**src/rtl/core/first_fit_extent_allocator_assert.svh**
```systemverilog
// Assertion macros shared by the extent allocator RTL.
// Needs a clock named clk and a synchronous reset named rst in scope.
`ifndef FIRST_FIT_EXTENT_ALLOCATOR_ASSERT_SVH
`define FIRST_FIT_EXTENT_ALLOCATOR_ASSERT_SVH
// Condition holds at every edge out of reset.
`define FFEA_ASSERT_NOW(lbl, cond, msg) \
  lbl: assert property (@(posedge clk) disable iff (rst) (cond)) else $error(msg);
// Antecedent at one edge implies consequent at the next edge.
`define FFEA_ASSERT_NEXT(lbl, ante, cons, msg) \
  lbl: assert property (@(posedge clk) disable iff (rst) (ante) |=> (cons)) else $error(msg);
`endif

```
**src/rtl/core/ffea_pkg.sv**
```systemverilog
// Types and codes for the first-fit extent allocator.
// No dependencies; used by every module of the block.
package ffea_pkg;

  typedef enum logic {
    OP_ALLOC = 1'b0,
    OP_FREE  = 1'b1
  } op_t;

  typedef enum logic [1:0] {
    ST_OK    = 2'd0,
    ST_NOFIT = 2'd1,
    ST_DROP  = 2'd2
  } status_t;

  localparam logic [1:0] REG_REGION_START = 2'd0;
  localparam logic [1:0] REG_REGION_BYTES = 2'd1;

  typedef struct packed {
    logic        op;
    logic [31:0] req_size;
    logic [31:0] free_address;
  } req_t;

  typedef struct packed {
    logic [1:0]  status;
    logic [31:0] grant_address;
    logic [31:0] grant_size;
  } res_t;

  typedef struct packed {
    logic [31:0] base;
    logic [31:0] len;
  } ext_t;

  typedef struct packed {
    logic [31:0] base;
    logic [31:0] len;
    logic [32:0] key_addr;
    logic [31:0] key_size;
    logic [31:0] sum_a;
    logic [31:0] sum_b;
  } alu_in_t;

  typedef struct packed {
    logic [31:0] gap;
    logic [31:0] avail;
    logic [31:0] tail;
    logic [31:0] aligned;
    logic [31:0] next_base;
    logic        fits;
    logic        above;
    logic        touch_next;
    logic        touch_prev;
    logic [32:0] end_of;
    logic [31:0] sat_sum;
  } alu_out_t;

endpackage

```
**src/rtl/core/ffea_table.sv**
```systemverilog
// Extent table memory: one write port, one registered read port.
// Entry zero reads as the region registers until first written after reset or a rebuild.
module ffea_table
  import ffea_pkg::*;
#(
  parameter int DEPTH = 16,
  parameter int IW    = 4
) (
  input  logic          clk,
  input  logic          rst,
  input  logic          rebuild,
  input  logic [31:0]   init_base,
  input  logic [31:0]   init_len,
  input  logic          we,
  input  logic [IW-1:0] waddr,
  input  ext_t          wdata,
  input  logic [IW-1:0] raddr,
  output ext_t          rdata
);

  ext_t mem [DEPTH];
  logic init_pending;

  always_ff @(posedge clk) begin
    if (we) begin
      mem[waddr] <= wdata;
    end
    if (raddr == '0 && init_pending) begin
      rdata <= '{base: init_base, len: init_len};
    end else begin
      rdata <= mem[raddr];
    end
  end

  always_ff @(posedge clk) begin
    if (rst || rebuild) begin
      init_pending <= 1'b1;
    end else if (we && waddr == '0) begin
      init_pending <= 1'b0;
    end
  end

endmodule

```
**src/rtl/core/ffea_alu.sv**
```systemverilog
// Shared evaluation unit: alignment gap, fit test, adjacency compares and
// saturating add for one table entry. Uses ffea_pkg.
module ffea_alu
  import ffea_pkg::*;
#(
  parameter int ALIGNMENT = 64
) (
  input  alu_in_t  a,
  output alu_out_t y
);

  localparam logic [31:0] MASK = 32'(ALIGNMENT - 1);

  logic [32:0] sum;

  always_comb begin
    y.gap        = (32'd0 - a.base) & MASK;
    y.avail      = a.len - y.gap;
    y.fits       = (y.gap <= a.len) && (y.avail >= a.key_size);
    y.tail       = y.avail - a.key_size;
    y.aligned    = a.base + y.gap;
    y.next_base  = y.aligned + a.key_size;
    y.above      = {1'b0, a.base} > a.key_addr;
    y.touch_next = (a.key_addr + {1'b0, a.key_size}) == {1'b0, a.base};
    y.end_of     = {1'b0, a.base} + {1'b0, a.len};
    y.touch_prev = y.end_of == a.key_addr;
    sum          = {1'b0, a.sum_a} + {1'b0, a.sum_b};
    y.sat_sum    = sum[32] ? 32'hFFFF_FFFF : sum[31:0];
  end

endmodule

```
**src/rtl/core/first_fit_extent_allocator.sv**
```systemverilog
// First-fit extent allocator with coalescing on free.
// Uses ffea_pkg, ffea_table, ffea_alu and the assertion macro header.
//
// Usage:
//   Request channel: drive req and pulse start while busy is low; the request
//   is taken at that edge and busy rises at once.
//   Result channel: done is high for exactly one cycle with res valid; the
//   receiver cannot hold it off. busy falls the cycle after done, so one
//   request is in flight at a time.
//   Config port: cfg_we/cfg_index/cfg_data write the region start (index 0)
//   or the region size (index 1) while idle; either rebuilds the table.
// Sequencing: the scan reads and then evaluates each table entry in turn; an
//   insert or a removal shifts entries one at a time with a read and a write
//   state, and a coalescing free checks each neighbor with a read and an
//   evaluate state; done is raised from its own state. An oversized allocate
//   goes from idle straight to that done state. Each absorbed neighbor
//   reshifts the rest of the table, so a free that swallows a run of touching
//   extents pays a full shift for each neighbor. All of it comes from the
//   table's single read and single write port and the one shared unit.
// Reset: the table holds one extent (start, size) = (0, 0) and no request is
//   in flight. No clearing pass is needed.
`include "first_fit_extent_allocator_assert.svh"
module first_fit_extent_allocator
  import ffea_pkg::*;
#(
  parameter int MAX_EXTENTS = 16,
  parameter int ALIGNMENT   = 64
) (
  input  logic        clk,
  input  logic        rst,
  input  logic        start,
  output logic        busy,
  input  req_t        req,
  output logic        done,
  output res_t        res,
  input  logic        cfg_we,
  input  logic [1:0]  cfg_index,
  input  logic [31:0] cfg_data
);

  localparam int IW = $clog2(MAX_EXTENTS);
  localparam int CW = $clog2(MAX_EXTENTS + 1);
  localparam logic [31:0] MASK  = 32'(ALIGNMENT - 1);
  localparam logic [CW-1:0] CMAX = CW'(MAX_EXTENTS);

  typedef enum logic [9:0] {
    S_IDLE    = 10'b00_0000_0001,
    S_SCAN_RD = 10'b00_0000_0010,
    S_SCAN_EV = 10'b00_0000_0100,
    S_INS_RD  = 10'b00_0000_1000,
    S_INS_WR  = 10'b00_0001_0000,
    S_REM_RD  = 10'b00_0010_0000,
    S_REM_WR  = 10'b00_0100_0000,
    S_MRG_RD  = 10'b00_1000_0000,
    S_MRG_EV  = 10'b01_0000_0000,
    S_DONE    = 10'b10_0000_0000
  } state_t;

  state_t      state;
  logic [CW-1:0] cnt, idx, sp, ins_pos;
  logic        op;
  logic [31:0] rsize, addr, acc_base, acc_len;
  logic [32:0] mend;
  logic        merge_after;
  ext_t        ins_data;
  logic [1:0]  status;
  logic [31:0] gaddr, gsize;

  logic [31:0] region_start, region_bytes;
  logic        rebuild;

  logic          we;
  logic [IW-1:0] waddr, raddr;
  ext_t          wdata, rdata;
  alu_in_t       ai;
  alu_out_t      ao;

  logic [CW-1:0] idx_inc, sp_inc;

  assign idx_inc = idx + CW'(1);
  assign sp_inc  = sp + CW'(1);
  assign rebuild = cfg_we && (cfg_index == REG_REGION_START ||
                              cfg_index == REG_REGION_BYTES);

  always_ff @(posedge clk) begin
    if (rst) begin
      region_start <= '0;
      region_bytes <= '0;
    end else if (cfg_we) begin
      if (cfg_index == REG_REGION_START) region_start <= cfg_data;
      if (cfg_index == REG_REGION_BYTES) region_bytes <= cfg_data;
    end
  end

  ffea_table #(.DEPTH(MAX_EXTENTS), .IW(IW)) u_table (
    .clk       (clk),
    .rst       (rst),
    .rebuild   (rebuild),
    .init_base (region_start),
    .init_len  (region_bytes),
    .we        (we),
    .waddr     (waddr),
    .wdata     (wdata),
    .raddr     (raddr),
    .rdata     (rdata)
  );

  ffea_alu #(.ALIGNMENT(ALIGNMENT)) u_alu (
    .a (ai),
    .y (ao)
  );

  // operand select for the shared unit
  always_comb begin
    ai.base = rdata.base;
    ai.len  = rdata.len;
    if (state == S_MRG_EV) begin
      ai.key_addr = mend;
      ai.key_size = '0;
      ai.sum_a    = acc_len;
      ai.sum_b    = rdata.len;
    end else begin
      ai.key_addr = {1'b0, addr};
      ai.key_size = rsize;
      ai.sum_a    = rdata.len;
      ai.sum_b    = rsize;
    end
  end

  // table port control
  always_comb begin
    we    = 1'b0;
    waddr = idx[IW-1:0];
    wdata = ins_data;
    raddr = idx[IW-1:0];
    case (state)
      S_SCAN_EV: begin
        if (op == OP_ALLOC && ao.fits) begin
          we    = 1'b1;
          wdata = (ao.gap == '0) ? ext_t'{base: ao.next_base, len: ao.tail}
                                 : ext_t'{base: rdata.base, len: ao.gap};
        end else if (op == OP_FREE && ao.above && ao.touch_next) begin
          we    = 1'b1;
          wdata = '{base: addr, len: ao.sat_sum};
        end
      end
      S_INS_RD: begin
        raddr = IW'(sp - CW'(1));
        if (sp == ins_pos) begin
          we    = 1'b1;
          waddr = sp[IW-1:0];
        end
      end
      S_INS_WR: begin
        we    = 1'b1;
        waddr = sp[IW-1:0];
        wdata = rdata;
      end
      S_REM_RD: raddr = sp_inc[IW-1:0];
      S_REM_WR: begin
        we    = 1'b1;
        waddr = sp[IW-1:0];
        wdata = rdata;
      end
      S_MRG_RD: begin
        raddr = idx_inc[IW-1:0];
        if (idx_inc >= cnt) begin
          we    = 1'b1;
          wdata = '{base: acc_base, len: acc_len};
        end
      end
      S_MRG_EV: begin
        if (!ao.touch_next) begin
          we    = 1'b1;
          wdata = '{base: acc_base, len: acc_len};
        end
      end
      default: ;
    endcase
  end

  always_ff @(posedge clk) begin
    if (rst) begin
      state <= S_IDLE;
      cnt   <= CW'(1);
    end else begin
      if (rebuild) cnt <= CW'(1);
      case (state)
        S_IDLE: begin
          if (start) begin
            op     <= req.op;
            addr   <= req.free_address;
            idx    <= '0;
            status <= ST_OK;
            gaddr  <= '0;
            gsize  <= '0;
            state  <= S_SCAN_RD;
            if (req.op == OP_ALLOC) begin
              if (req.req_size > ~MASK) begin
                status <= ST_NOFIT;
                state  <= S_DONE;
              end
              rsize <= (req.req_size == '0) ? '0 : ((req.req_size + MASK) & ~MASK);
            end else begin
              rsize <= req.req_size;
            end
          end
        end
        S_SCAN_RD: begin
          if (idx == cnt) begin
            if (op == OP_ALLOC) begin
              status <= ST_NOFIT;
              state  <= S_DONE;
            end else if (cnt == CMAX) begin
              status <= ST_DROP;
              state  <= S_DONE;
            end else begin
              ins_pos  <= cnt;
              ins_data <= '{base: addr, len: rsize};
              sp       <= cnt;
              state    <= S_INS_RD;
            end
          end else begin
            state <= S_SCAN_EV;
          end
        end
        S_SCAN_EV: begin
          if (op == OP_ALLOC) begin
            if (ao.fits) begin
              gaddr <= ao.aligned;
              gsize <= rsize;
              state <= S_DONE;
              if (ao.gap == '0) begin
                if (ao.tail == '0) begin
                  sp          <= idx;
                  merge_after <= 1'b0;
                  state       <= S_REM_RD;
                end
              end else if (ao.tail != '0) begin
                if (cnt != CMAX) begin
                  ins_pos  <= idx_inc;
                  ins_data <= '{base: ao.next_base, len: ao.tail};
                  sp       <= cnt;
                  state    <= S_INS_RD;
                end else begin
                  gsize <= ao.avail;
                end
              end
            end else begin
              idx   <= idx_inc;
              state <= S_SCAN_RD;
            end
          end else begin
            if (ao.above) begin
              if (ao.touch_next) begin
                state <= S_DONE;
              end else if (cnt == CMAX) begin
                status <= ST_DROP;
                state  <= S_DONE;
              end else begin
                ins_pos  <= idx;
                ins_data <= '{base: addr, len: rsize};
                sp       <= cnt;
                state    <= S_INS_RD;
              end
            end else if (ao.touch_prev) begin
              acc_base <= rdata.base;
              acc_len  <= ao.sat_sum;
              mend     <= {1'b0, addr} + {1'b0, rsize};
              state    <= S_MRG_RD;
            end else begin
              idx   <= idx_inc;
              state <= S_SCAN_RD;
            end
          end
        end
        S_INS_RD: begin
          if (sp == ins_pos) begin
            cnt   <= cnt + CW'(1);
            state <= S_DONE;
          end else begin
            state <= S_INS_WR;
          end
        end
        S_INS_WR: begin
          sp    <= sp - CW'(1);
          state <= S_INS_RD;
        end
        S_REM_RD: begin
          if (sp_inc < cnt) begin
            state <= S_REM_WR;
          end else begin
            cnt   <= cnt - CW'(1);
            state <= merge_after ? S_MRG_RD : S_DONE;
          end
        end
        S_REM_WR: begin
          sp    <= sp_inc;
          state <= S_REM_RD;
        end
        S_MRG_RD: begin
          state <= (idx_inc < cnt) ? S_MRG_EV : S_DONE;
        end
        S_MRG_EV: begin
          if (ao.touch_next) begin
            // absorb the touching neighbor, then close the hole it leaves
            acc_len     <= ao.sat_sum;
            mend        <= ao.end_of;
            sp          <= idx_inc;
            merge_after <= 1'b1;
            state       <= S_REM_RD;
          end else begin
            state <= S_DONE;
          end
        end
        S_DONE: state <= S_IDLE;
        default: state <= S_IDLE;
      endcase
    end
  end

  assign busy = (state != S_IDLE);
  assign done = (state == S_DONE);
  assign res  = '{status: status, grant_address: gaddr, grant_size: gsize};

  `FFEA_ASSERT_NOW(a_cnt_bound, cnt <= CMAX, "extent count above table depth")
  `FFEA_ASSERT_NEXT(a_done_pulse, done, !done, "result strobe longer than one cycle")
  `FFEA_ASSERT_NEXT(a_start_busy, start && !busy, busy, "request taken without going busy")
  `FFEA_ASSERT_NOW(a_free_no_grant, !(done && op == OP_FREE) || (gaddr == '0 && gsize == '0),
                   "free request returned a grant")

endmodule

```
**config.mk**
```make
export PLATFORM = sky130hd
export DESIGN_NAME = first_fit_extent_allocator
export DESIGN_NICKNAME = d
export VERILOG_FILES = /design/src/rtl/core/ffea_pkg.sv /design/src/rtl/core/ffea_table.sv /design/src/rtl/core/ffea_alu.sv /design/src/rtl/core/first_fit_extent_allocator.sv
export VERILOG_INCLUDE_DIRS = /design/src /design/src/rtl/core
export SDC_FILE = /design/constraint.sdc
export NUM_CORES = 2
export LEC_CHECK = 0
export BUFFER_PORTS_ARGS = -buffer_cell sky130_fd_sc_hd__buf_2
export CAP_MARGIN = 20
export CELL_PAD_IN_SITES_DETAIL_PLACEMENT = 1
export CELL_PAD_IN_SITES_GLOBAL_PLACEMENT = 1
export CORE_MARGIN = 2
export CORE_UTILIZATION = 25
export CTS_CLUSTER_DIAMETER = 80
export DETAILED_ROUTE_END_ITERATION = 16
export GPL_TIMING_DRIVEN = 0
export PLACE_DENSITY = 0.43
export SYNTH_ARGS = -nofsm -noshare
export SYNTH_HDL_FRONTEND = slang
export SYNTH_HIERARCHICAL = 1
export SYNTH_SLANG_ARGS = --single-unit
```
**constraint.sdc**
```tcl
create_clock -name clk -period 11.47 [get_ports clk]
set_input_delay 2.294 -clock clk [delete_from_list [all_inputs] [get_ports clk]]
set_output_delay 2.294 -clock clk [all_outputs]
set_load 0.05 [all_outputs]
```
Word level (Yosys, flattened, before mapping)
Memories as Yosys holds them, arrays and structs flattened. Index checks and enable logic that the tools add are counted.

$add $sub $neg: 15. Order comparisons: 7. Equal/unequal tests: 45. Multiplexer cells: 125. Bitwise gates (word level): 3. Reductions and logical operators: 34.

Operators with widths (count): $mux W64 (16); $mux W32 (15); $pmux W64 S4 (1); $pmux W32 S2 (3); $mux W10 (19); $mux W5 (31); $mux W33 (4); $mux W129 (1); $pmux W64 S2 (1); $add A32 B32 Y33 (3); $logic_not A32 Y1 (3); $pmux W10 S9 (1); $pmux W33 S2 (1); $add A33 B32 Y33 (1); $eq A33 B32 Y1 (1); $eq A33 B33 Y1 (1); $gt A32 B33 Y1 (1); $add A32 B32 Y32 (1); $add A32 B6 Y32 (1); $add A32 B6 Y32 const B (1); $ge A32 B32 Y1 (1); $gt A32 B32 Y1 const B (1); $le A6 B32 Y1 (1); $reduce_bool A32 Y1 (1); other kinds (53) (119).

Register bits after elaboration: 452. Bits in writable memories: 1024. Input bits: 103. Output and inout bits: 68. Logic and storage cells: 252. Memories kept: 1.

Memories: u_table.mem (depth 16, bits a word 64, rd ports 1, clocked after Yosys merged registers in 0, wr ports 1, RTL line ffea_table.sv:21) `ext_t mem [DEPTH];`.

Logic depth before layout (Yosys ltp)
Depth in word-level cells: 10. Mapped depth: 35. Mapped depth without buffers: 35.

Modules after synthesis
Netlist, hierarchy kept.

Modules (own cells, without submodules): ffea_table (times used 1, cells an instance 1725, area an instance 40757.8 µm², sequential area each 32050.7 µm²); first_fit_extent_allocator (times used 1, cells an instance 2495, area an instance 22830.6 µm², sequential area each 10830.4 µm²); ffea_alu (times used 1, cells an instance 1720, area an instance 11966.5 µm², sequential area each 0.0 µm²).

Least setup slack after synthesis
Ideal clock, no wire load.

Path kind: register -> register. From: reg state[9]. To: mem u_table/mem[0][0] (netlist bit), enable pin. Setup time: 0.566 ns. Arrival time: 10.479 ns. Data required time: 10.904 ns. Slack: 0.425 ns. Stages on the path, launching flop included: 29. Path buffers: 4. Period minus slack after synthesis: 11.045 ns. Cell sequence: dfxtp_1 or4_4 nor2_1 and3b_1 clkbuf_1 clkbuf_1 nand2_1 nand2_1 ha_1 inv_1 fa_1 nor2b_1 o31a_1 o211a_1 o21ai_0 a31oi_1 o21ai_0 a2111oi_0 nand4_1 nor4_1 nand4_1 nor4_1 nand3_1 buf_1 clkbuf_1 a21oi_1 or4_1 or3b_2 nor3_1.

RTL lines: start: declaration (RTL line first_fit_extent_allocator.sv:59) `state_t state;`; start signal: assignment (RTL line first_fit_extent_allocator.sv:294) `state <= merge_after ? S_MRG_RD : S_DONE;`; start signal: assignment (RTL line first_fit_extent_allocator.sv:302) `state <= (idx_inc < cnt) ? S_MRG_EV : S_DONE;`; end: declaration (RTL line ffea_table.sv:21).

==> impl_metrics.py <==
metrics = {
    "timing": {
        "setup_viol": 0,
        "fin_crit_ps": 11130,
        "rsz0062_at_grt": "no",
        "skew_ps": 92.2,
        "final-hold-violation-count": 0,
        "timing.slew.headroom": 0.197,
        "worst_pin_slew_ps": 1200,
        "setup_slack_ps": 337,
        "period_share": 0.971,
        "fmax_mhz": 89.8,
        "slew_violations": 0,
        "fin_tns_setup_ps": 0,
    },
    "routing": {
        "final_antenna_net_count": 0,
        "first_pass_iters": 8,
        "wl_per_cell_um": 31.4,
        "wl_mm": 332,
        "drtIter0Drc": 4966,
        "vias": 53700,
        "vias_per_cell": 5.09,
        "remaining_drc_errors": 0,
    },
    "floorplan": {
        "start_util": 0.252,
        "die_area_um2": 307000,
        "top_level_ports": 171,
        "die_h_um": 554,
        "die_x_um": 554,
        "coreArea_um2": 300000,
        "rows": 201,
    },
    "layout": {
        "area_growth_pct": 18.7,
        "finalNetCount": 6808,
        "drive_above_1_share": 0.164,
    },
    "cts": {
        "clk_path_buf_depth": 4,
        "clk_pin_slew_ps": 60,
        "cts_tree": "yes",
        "clock_latency_ps": 880,
        "root_buffer": "clkbuf_16",
        "cts-htree-levels": 4,
        "clock-sinks": 1476,
        "cts_buffers": 182,
    },
    "global_routing": {
        "met2_usage": 0.336,
        "grt_max_degree": 33,
        "grt_use_met1": 0.300,
        "antenna_found_initial": 32,
        "grtUsageMet3": 0.0216,
        "grt_pass1_wl_mm": 456,
        "busiest_layer": "met2",
        "grt_pass1_vias": 55100,
        "track_usage": 0.211,
        "overflow": 0,
    },
    "worst_setup_path": {
        "reg2reg_depth": 37,
        "crit_start": "state[9]",
        "ff2ff_setup_slack_ps": 340,
        "crit_path_end_kind": "flop",
        "cp-start-kind": "flop",
        "crit_end": "u_table/mem[4][47]",
        "required_ps": 12010,
        "r2r_end": "u_table/mem[4][47]",
        "cp_slowest_cell": "or4_4",
        "r2r-start": "state[9]",
        "worstSetupPathType": "reg -> reg",
        "worst_path_largest_cell_delay_ps": 550,
        "worstPathArrival_ps": 11670,
        "crit_fanout": 10,
        "cp_common_cell": "buf_6",
    },
    "yosys": {
        "synth.area.top_cells": "edfxtp_1 (53%), mux4_2 (7.3%), ha_1 (4.1%)",
        "avgSynthCellArea_um2": 12.7,
        "postSynthCellCount": 5940,
        "netlist.area_leader.share": 0.529,
        "ys_seq_area_frac": 0.568,
        "ys_ff_latch": 1476,
        "synth_edf_count": 1332,
        "post-synth-top-count-cell": "edfxtp_1",
        "ys_types": 119,
        "synthTopCellsByCount": "edfxtp_1 (1332), nand2_1 (758), a21oi_1 (407), o21ai_0 (264), mux2i_1 (262)",
        "synthFlopType": "edfxtp_1",
        "syn_area_um2": 75600,
        "synth_top_area_cell": "edfxtp_1",
        "async_flop_share": 0,
        "yosys_warnings": 6,
    },
    "power_and_ir_drop": {
        "swShare": 0.387,
        "seq_power_share": 0.353,
        "power.density_nw_per_um2": 215,
        "leakagePower_uw": 0.0324,
        "p_clk_frac": 0.299,
        "ir_drop_mv": 0.114,
        "power.internal_uw": 11800,
        "netSwitchingPower_uw": 7450,
        "pwr-share-comb": 0.349,
    },
    "hold_path": {
        "hp-class": "reg -> reg",
    },
    "job": {
        "timing.max_cap.violations": 0,
    },
    "placed_design": {
        "gp_congestion": 0.892,
        "post-place-ws_ps": -591,
        "port_buffers": 170,
        "dpl.hpwl_mm": 258,
    },
    "status": {
        "status": "complete, no violations",
    },
}
==> power by group through the flow <==
| stage | clock, uW | sequential, uW | combinational (uW) |
|---|---|---|---|
| CTS | 5900 | 6780 | 6650 |
| global route | 6100 | 6780 | 7220 |
| global placement | 0 | 6920 | 6530 |
| detailed placement | 0 | 6890 | 6600 |
| floorplan | 0 | 6530 | 4180 |
| finish | 5750 | 6780 | 6710 |
==> through the flow <==
| step | power [uW] | area, um2 | utilization | hold WS, ps | instances |
|---|---|---|---|---|---|
| 6_report | 19200 | 89700 | 0.299 | 454 | 10600 |
| 5_1_grt | 20100 | 89700 | 0.299 | 482 | 10600 |
| 4_1_cts | 19300 | 89600 | 0.298 | 455 | 10600 |
| 3_5_place_dp | 13500 | 83700 | 0.279 | 447 | 10200 |
| 3_3_place_gp | 13400 | 81500 | 0.271 | 443 | 10100 |
| 2_1_floorplan | 10700 | 75700 | - | 436 | 5966 |
==> critical path: cells and delay by family (launching register included) <==
kind                       cells  cell delay, ps
adders and majority gates      2             640
and+or+nand+nor               16            4840
AOI/OAI and AO/OA              5            1470
buffers and inverters         14            3440
DFF                            1             350
==> final cells by class <==
class,instances,area [um2]
inverter,188,706
sequential,1476,42900
fill,32500,211000
multi-input combinational,3983,30600
timing repair buffer,299,2870
antenna,9,22.5
clock inverter,95,897
clock buffer,237,4990
tap,3958,4950
buffer,319,1710
==> cell families after synthesis <==
family / count (synthesis) / share of synthesized area
AND/OR/NAND/NOR: 1592 / 0.0987
flip-flops: 1476 / 0.568
AO/OA/AOI/OAI: 1271 / 0.109
multiplexers: 523 / 0.112
buffers and inverters: 507 / 0.0320
XOR/XNOR: 314 / 0.0371
adder cells (fa/ha/maj): 256 / 0.0431
other: 1 / 0.0000496
==> layout by cell type (no fill, tap or decap), drive strengths merged, types with 91 or more instances in the layout <==
cell	Yosys	routed
edfxtp	1332	1332
nand2	759	759
xnor2	212	212
dfxtp	144	144
a21o	118	118
mux4	256	256
buf	149	447
ha	249	249
and2	91	91
nor2	264	264
xor2	100	100
a21oi	407	407
o21ai	284	284
clkbuf	169	407
inv	187	194
mux2i	262	262
==> registers in the layout (all words and copies together) (netlist names) <==
register	cells
u_table/mem	1024
ins_data	64
u_table/rdata	64
mend	33
acc_base	32
acc_len	32
addr	32
gaddr	32
gsize	32
region_bytes	32
region_start	32
rsize	32
state	10
cnt	5
idx	5
ins_pos	5
sp	5
status	2
merge_after	1
op	1
u_table/init_pending	1
==> worst min-delay path by stage <==
stage               depth (start not counted)              from          endpoint
floorplan                                   2  region_start[30]  region_start[30]
global placement                            2  region_bytes[27]  region_bytes[27]
detailed placement                          2  region_bytes[27]  region_bytes[27]
CTS                                         2  region_bytes[27]  region_bytes[27]
global route                                2  region_bytes[27]  region_bytes[27]
finish                                      2  region_bytes[27]  region_bytes[27]
==> what timing repair did <==
item / 4_1_cts / 5_1_grt
endpoints found under the setup margin: 99 / 42
buffers inserted: 0 / 1
hold buffers: 0 / 0
pin swaps: 0 / 1
cloned: 0 / 0
resized for setup: 4 / 1
==> metal layers <==
layer | vias up | routed length [um] | share of wire
li1 | 23700 | - | -
met4 | 2 | 11600 | 0.035
met5 | - | 14 | 0.000042
met1 | 28300 | 155000 | 0.47
met2 | 1471 | 151000 | 0.45
met3 | 316 | 14800 | 0.045
Power figures use the tool's default switching activity.
